==> config.mk <==
export PLATFORM = sky130hd
export DESIGN_NAME = device_path_filepath_finder_core
export DESIGN_NICKNAME = d
export VERILOG_FILES = /design/src/rtl/core/dpfp_pkg.sv /design/src/rtl/core/device_path_filepath_finder_core.sv
export SDC_FILE = /design/constraint.sdc
export NUM_CORES = 1
export LEC_CHECK = 0
export BUFFER_PORTS_ARGS = -buffer_cell sky130_fd_sc_hd__buf_2
export CAP_MARGIN = 10
export CORE_MARGIN = 1.5
export CORE_UTILIZATION = 60
export CTS_BUF_LIST = sky130_fd_sc_hd__clkbuf_8
export CTS_CLUSTER_SIZE = 14
export DETAILED_ROUTE_END_ITERATION = 8
export PLACE_DENSITY = 0.79
export SLEW_MARGIN = 20
export SYNTH_ARGS = -nofsm -noshare
export SYNTH_HDL_FRONTEND = slang
export SYNTH_SLANG_ARGS = --single-unit
==> constraint.sdc <==
create_clock -name clk -period 12.52 [get_ports clk]
set_input_delay 0 -clock clk [delete_from_list [all_inputs] [get_ports clk]]
set_output_delay 0 -clock clk [all_outputs]
set_load 0.005 [all_outputs]
==> src/rtl/core/dpfp_pkg.sv <==
// Package of shared constants and types for the device-path file-path finder.
`timescale 1ns / 1ps
`default_nettype none
package dpfp_pkg;

	// Default width of the buffer length and of the byte counters
	localparam int unsigned LENGTH_BITS_DEFAULT = 16;

	// Node header layout and the node kinds of interest
	localparam logic [7:0] TYPE_MEDIA       = 8'h04;
	localparam logic [7:0] SUBTYPE_FILEPATH = 8'h04;
	localparam logic [7:0] TYPE_END         = 8'h7f;
	localparam int unsigned HEADER_BYTES    = 4;

	// Field widths of the request and result channels
	localparam int unsigned BYTE_W   = 8;
	localparam int unsigned TOTLEN_W = 16;
	localparam int unsigned OFFSET_W = 16;
	localparam int unsigned S_DATA_W = BYTE_W + TOTLEN_W;

	// Outcome of one buffer walk
	typedef enum logic [1:0] {
		REASON_FOUND     = 2'd0,
		REASON_END       = 2'd1,
		REASON_MALFORMED = 2'd2,
		REASON_EXHAUSTED = 2'd3
	} reason_t;

	localparam int unsigned USER_W = 1 + $bits(reason_t);

endpackage
`default_nettype wire

==> src/rtl/core/device_path_filepath_finder_core.sv <==
// Top level of the device-path file-path finder: node walk and result register.
`timescale 1ns / 1ps
`default_nettype none
// The block takes a device-path buffer one byte per request, one request per clock cycle,
// and walks its nodes (type, subtype, 16-bit little-endian length, payload). A request with
// s_tuser high starts a new buffer and supplies its total length; an unfinished buffer is
// then dropped. Each buffer gives exactly one result: a found media/file-path node with the
// offset of its payload, or a not-found with the reason (end node, malformed node length,
// buffer exhausted). The result comes out of a register in the cycle after the deciding byte
// is taken; bytes after the decision are absorbed without effect. Throughput is one byte
// per cycle, set by the position counter and header compare; s_tready falls only while a
// result sits in the output register and the downstream side holds m_tready low.
module device_path_filepath_finder_core #(
	parameter int unsigned LENGTH_BITS = dpfp_pkg::LENGTH_BITS_DEFAULT
) (
	input  wire logic                         clk,
	input  wire logic                         arst_n,
	input  wire logic                         s_tvalid,
	output logic                              s_tready,
	// [7:0] data_byte, [23:8] total_length
	input  wire logic [dpfp_pkg::S_DATA_W-1:0] s_tdata,
	// [0] first_byte
	input  wire logic                         s_tuser,
	output logic                              m_tvalid,
	input  wire logic                         m_tready,
	// [15:0] path_offset
	output logic [dpfp_pkg::OFFSET_W-1:0]     m_tdata,
	// [0] found, [2:1] reason
	output logic [dpfp_pkg::USER_W-1:0]       m_tuser
);
	import dpfp_pkg::*;

	localparam int unsigned LB = LENGTH_BITS;
	// Wide enough for the length field or the counters, whichever is wider
	localparam int unsigned WX = (LB > TOTLEN_W) ? LB : TOTLEN_W;
	// Room for node start plus node length plus a header without overflow
	localparam int unsigned WS = WX + 2;

	// Walk state
	logic [LB-1:0] pos_q, start_q, blen_q;
	logic [7:0]    type_q, sub_q, lenlo_q;
	logic          decided_q;

	// Result register
	logic                res_valid_q;
	logic                res_found_q;
	logic [OFFSET_W-1:0] res_offset_q;
	reason_t             res_reason_q;

	// Combinational walk signals
	logic [BYTE_W-1:0]   data_byte;
	logic [TOTLEN_W-1:0] total_length;
	logic [WX-1:0]       tl_ext;
	logic                accept;
	logic [LB-1:0]       pos_c, start_c, blen_c, rel;
	logic [7:0]          type_c, sub_c, lenlo_c;
	logic [15:0]         node_size;
	logic [WS-1:0]       node_end, next_hdr_end, blen_w, payload_off;
	logic [LB-1:0]       pos_n, start_n;
	logic [7:0]          type_n, sub_n, lenlo_n;
	logic                decided_n;
	logic                emit;
	logic                emit_found;
	reason_t             emit_reason;

	assign data_byte    = s_tdata[BYTE_W-1:0];
	assign total_length = s_tdata[S_DATA_W-1:BYTE_W];
	assign tl_ext       = WX'(total_length);

	// A new request is taken whenever the result register is free or being drained
	assign s_tready = !res_valid_q || m_tready;
	assign accept   = s_tvalid && s_tready;

	// Decide on the current byte: a first byte restarts the walk from a cleared state
	always_comb begin
		pos_c   = s_tuser ? '0 : pos_q;
		start_c = s_tuser ? '0 : start_q;
		blen_c  = s_tuser ? tl_ext[LB-1:0] : blen_q;
		type_c  = s_tuser ? 8'h00 : type_q;
		sub_c   = s_tuser ? 8'h00 : sub_q;
		lenlo_c = s_tuser ? 8'h00 : lenlo_q;
		rel     = pos_c - start_c;

		node_size    = {data_byte, lenlo_c};
		blen_w       = WS'(blen_c);
		node_end     = WS'(start_c) + WS'(node_size);
		next_hdr_end = node_end + WS'(HEADER_BYTES);
		payload_off  = WS'(start_c) + WS'(HEADER_BYTES);

		pos_n       = pos_c;
		start_n     = start_c;
		type_n      = type_c;
		sub_n       = sub_c;
		lenlo_n     = lenlo_c;
		decided_n   = s_tuser ? 1'b0 : decided_q;
		emit        = 1'b0;
		emit_found  = 1'b0;
		emit_reason = REASON_FOUND;

		if (s_tuser && blen_w < WS'(HEADER_BYTES)) begin
			emit        = 1'b1;
			emit_reason = REASON_EXHAUSTED;
		end else if (s_tuser || !decided_q) begin
			if (rel == LB'(0)) begin
				type_n = data_byte;
			end else if (rel == LB'(1)) begin
				sub_n = data_byte;
			end else if (rel == LB'(2)) begin
				lenlo_n = data_byte;
			end else if (rel == LB'(3)) begin
				if (node_size < 16'(HEADER_BYTES) || node_end > blen_w) begin
					emit        = 1'b1;
					emit_reason = REASON_MALFORMED;
				end else if (type_c == TYPE_MEDIA && sub_c == SUBTYPE_FILEPATH) begin
					emit        = 1'b1;
					emit_found  = 1'b1;
					emit_reason = REASON_FOUND;
				end else if (type_c == TYPE_END && node_size == 16'(HEADER_BYTES)) begin
					emit        = 1'b1;
					emit_reason = REASON_END;
				end else if (next_hdr_end > blen_w) begin
					emit        = 1'b1;
					emit_reason = REASON_EXHAUSTED;
				end else begin
					start_n = node_end[LB-1:0];
				end
			end
			if (!emit) begin
				pos_n = pos_c + LB'(1);
			end
		end
		if (emit) begin
			decided_n = 1'b1;
		end
	end

	// Walk state registers, updated on every accepted request
	always_ff @(posedge clk or negedge arst_n) begin
		if (!arst_n) begin
			pos_q     <= '0;
			start_q   <= '0;
			blen_q    <= '0;
			type_q    <= 8'h00;
			sub_q     <= 8'h00;
			lenlo_q   <= 8'h00;
			decided_q <= 1'b1;
		end else if (accept) begin
			pos_q     <= pos_n;
			start_q   <= start_n;
			blen_q    <= blen_c;
			type_q    <= type_n;
			sub_q     <= sub_n;
			lenlo_q   <= lenlo_n;
			decided_q <= decided_n;
		end
	end

	// Result valid flag: set by a deciding byte, cleared once the result is taken
	always_ff @(posedge clk or negedge arst_n) begin
		if (!arst_n) begin
			res_valid_q <= 1'b0;
		end else begin
			res_valid_q <= (accept && emit) || (res_valid_q && !m_tready);
		end
	end

	// Result payload, loaded only when a decision is made
	always_ff @(posedge clk) begin
		if (accept && emit) begin
			res_found_q  <= emit_found;
			res_offset_q <= emit_found ? payload_off[OFFSET_W-1:0] : '0;
			res_reason_q <= emit_reason;
		end
	end

	assign m_tvalid = res_valid_q;
	assign m_tdata  = res_offset_q;
	assign m_tuser  = {res_reason_q, res_found_q};

endmodule
`default_nettype wire

==> flow_metrics.py <==
metrics = {
    "hold_path": {
        "hp-class": "in2reg",
    },
    "global_route": {
        "grt_pass1_vias": 6267,
        "overflow": 0,
        "grt_use_total": 0.311,
        "antenna_found_initial": 0,
        "grt_pass1_wl_um": 32800,
        "grt_max_degree": 75,
    },
    "cts": {
        "cts_buffers": 9,
        "clock_path_buffers": 2,
        "cts_max_level": 3,
        "cts-root-buf": "clkbuf_8",
        "cts_hold_buf": 11,
        "cts_resized": 0,
        "clk_pin_slew_worst_paths_ns": 0.10,
        "clock_sinks": 93,
        "tritoncts": "built",
        "clk_latency_ns": 0.38,
        "post_cts_buffers": 0,
    },
    "sta": {
        "hold_viol_final": 0,
        "clock_skew_ns": 0.0147,
        "hold_ws_ns": 0.0415,
        "finalSetupViolCount": 0,
        "worst_slew_pin_slew_ns": 0.957,
        "post-route-period-util": 0.515,
        "relSlewSlack": 0.362,
        "setup_ws_ns": 6.07,
        "final.setup.tns_ns": 0,
        "maxSlewViolCount": 0,
        "fin_crit_ns": 6.45,
        "fmax_mhz": 155,
        "grt_setup_unrepaired": "no",
    },
    "yosys": {
        "ys_seq_elements": 93,
        "syn_area_mm2": 0.00778,
        "synthesis.nets": 973,
        "synth_ff_type": "dfrtp_1",
        "synth_cell_types": 89,
        "postSynthAreaPerCell_um2": 8.77,
        "yosysSeqAreaShare": 0.312,
        "synth-async-reset-ratio": 0.796,
        "yosys_warnings": 0,
        "synth-edff-count": 19,
        "syn_inst": 887,
    },
    "floorplanning": {
        "design.core.area_mm2": 0.0126,
        "dieWidth_um": 117,
        "rows": 41,
        "die-area_mm2": 0.0137,
        "die_y_um": 117,
        "floorplan.initialDensity": 0.616,
        "io_pins": 50,
    },
    "routing": {
        "post-route-drc-count": 0,
        "vias": 6997,
        "wire_per_inst_um": 19.0,
        "first_iter_violations": 855,
        "drt_pass1_iterations": 5,
        "wirelength_um": 20800,
        "viasPerCell": 6.41,
        "postRouteAntennaNets": 0,
    },
    "finish": {
        "n_antenna_cell": 0,
        "finalNonFillerCells": 1092,
        "final_cell_mix": "78 x nand2_1, 73 x dfrtp_1, 65 x nor2_1",
        "utilization": 0.663,
        "filler_cell_count": 1074,
        "final_common_cell": "nand2_1",
        "design_area_mm2": 0.00837,
        "drive_gt1_frac": 0.121,
        "fin_nets": 1001,
        "area_delta_synth_final_pct": 7.59,
    },
    "placed_design": {
        "dp_cells": 1064,
        "numPortBuffers": 49,
        "dp_hpwl_um": 15600,
        "post_dp_cell_area_mm2": 0.00803,
        "gp_congestion": 0.923,
        "pre_cts_slack_ns": 5.78,
    },
    "power_and_ir_drop": {
        "p_leak_nw": 3.72,
        "intPower_mw": 0.540,
        "seq_power_share": 0.452,
        "p_switching_mw": 0.290,
        "p_sw_frac": 0.349,
        "power_frac_comb": 0.282,
        "power_mw": 0.830,
        "clock_power_share": 0.266,
        "power_density_mw_per_mm2": 99.1,
        "vdd_drop_max_v": 0.0000678,
    },
    "critical_path": {
        "worst_ep_required_time_ns": 12.59,
        "slowest_delay_ns": 0.68,
        "critPathSlowestCell": "and3_1",
        "worstSetupEndpointType": "flip-flop",
        "critPathKind": "in2reg",
        "path_max_fanout": 25,
        "worstPathArrival_ns": 6.51,
        "crit_path_start_kind": "input port",
    },
    "job": {
        "drv_cap": 0,
    },
    "outcome": {
        "status": "finished clean",
    },
}
## logic make-up (layout without fill, tap and decap cells)
family,count (synthesis),after routing,share of synthesized area
AND/OR/NAND/NOR,327,327,0.228
AO/OA/AOI/OAI,228,228,0.219
buffers and inverters,110,143,0.0607
flip-flops,93,93,0.312
adder cells (fa/ha/maj),58,58,0.0941
XOR/XNOR,42,42,0.0492
multiplexers,29,29,0.0377
## path summary, 6_finish.rpt
kind	cells past startpoint	endpoint	slack [ns]	startpoint
min	3	blen_q[0]$_DFFE_PN0P_	0.04	s_tdata[8]
max in group asynchronous	2	sub_q[0]$_DFFE_PN0P_	11.59	arst_n
max reg2reg	23	m_tdata[15]$_SDFFCE_PN0P_	6.19	start_q[6]$_DFFE_PN0P_
min in group asynchronous	2	blen_q[11]$_DFFE_PN0P_	0.27	arst_n
max	25	m_tdata[15]$_SDFFCE_PN0P_	6.07	s_tuser
min reg2reg	1	pos_q[5]$_DFFE_PN0P_	0.48	pos_q[5]$_DFFE_PN0P_
## cells in the mapped netlist, types with 6 or more instances
library cell / n / area (µm²)
nand2_1: 78 / 293
dfrtp_1: 73 / 1830
nor2_1: 65 / 244
inv_1: 61 / 229
ha_1: 56 / 701
o21ai_0: 42 / 210
a21oi_1: 35 / 175
xnor2_1: 34 / 298
mux2i_1: 27 / 270
a22o_1: 26 / 228
nand3_1: 25 / 125
clkbuf_1: 24 / 90.1
nor2b_1: 22 / 138
and3_1: 19 / 119
edfxtp_1: 19 / 571
nand2b_1: 15 / 93.8
nor4_1: 14 / 87.6
nand4_1: 12 / 75.1
nor3_1: 12 / 60.1
o21a_1: 11 / 82.6
o22ai_1: 11 / 68.8
or3_1: 11 / 68.8
buf_2: 10 / 50.1
o22ai_2: 10 / 125
nor4b_1: 9 / 78.8
o211ai_1: 9 / 67.6
a211oi_1: 8 / 60.1
o21ai_1: 8 / 40.0
a211o_1: 6 / 52.6
a21o_1: 6 / 45.0
a31oi_1: 6 / 37.5
and2_1: 6 / 37.5
buf_4: 6 / 45.0
xor2_1: 6 / 52.6
## layer usage
metal,vias up,global-route usage,share of wire
met2,349,0.469,0.43
met4,0,0.116,0.033
li1,3313,-,-
met5,-,0,0
met1,3287,0.442,0.44
met3,48,0.0644,0.092
## flip-flops by register name (all words and copies together), names as in the netlist
register and count:
blen_q 16, m_tdata 16, pos_q 16, start_q 16, type_q 8, res_found_q 1, res_reason_q 2, m_tvalid 1
lenlo_q 8, sub_q 8, decided_q 1
## power by group through the flow
| stage | logic [mW] | registers (mW) | clock network, mW |
|---|---|---|---|
| detailed placement | 0.226 | 0.380 | 0 |
| CTS | 0.230 | 0.374 | 0.222 |
| global route | 0.256 | 0.379 | 0.232 |
| finish | 0.234 | 0.375 | 0.221 |
| global placement | 0.223 | 0.379 | 0 |
| floorplan | 0.182 | 0.365 | 0 |
## worst max-delay path, delay by kind of cell
| family | cells | cell delay (ns) |
|---|---|---|
| xor gates and xnor gates | 1 | 0.12 |
| buffers and inverters | 5 | 1.30 |
| AOI/OAI and AO/OA | 7 | 1.53 |
| and+or+nand+nor | 10 | 2.88 |
| adders and majority gates | 2 | 0.68 |
## final cells by class
cell class,instances,area (µm²),share of cell area
clock inverter,7,91.3,0.0109
tap,172,215,0.0257
clock buffer,9,124,0.0148
multi-input combinational,684,4880,0.583
sequential,93,2420,0.290
timing repair buffer,65,399,0.0477
inverter,62,233,0.0278
Note: power is estimated with default switching activity, not from simulation.
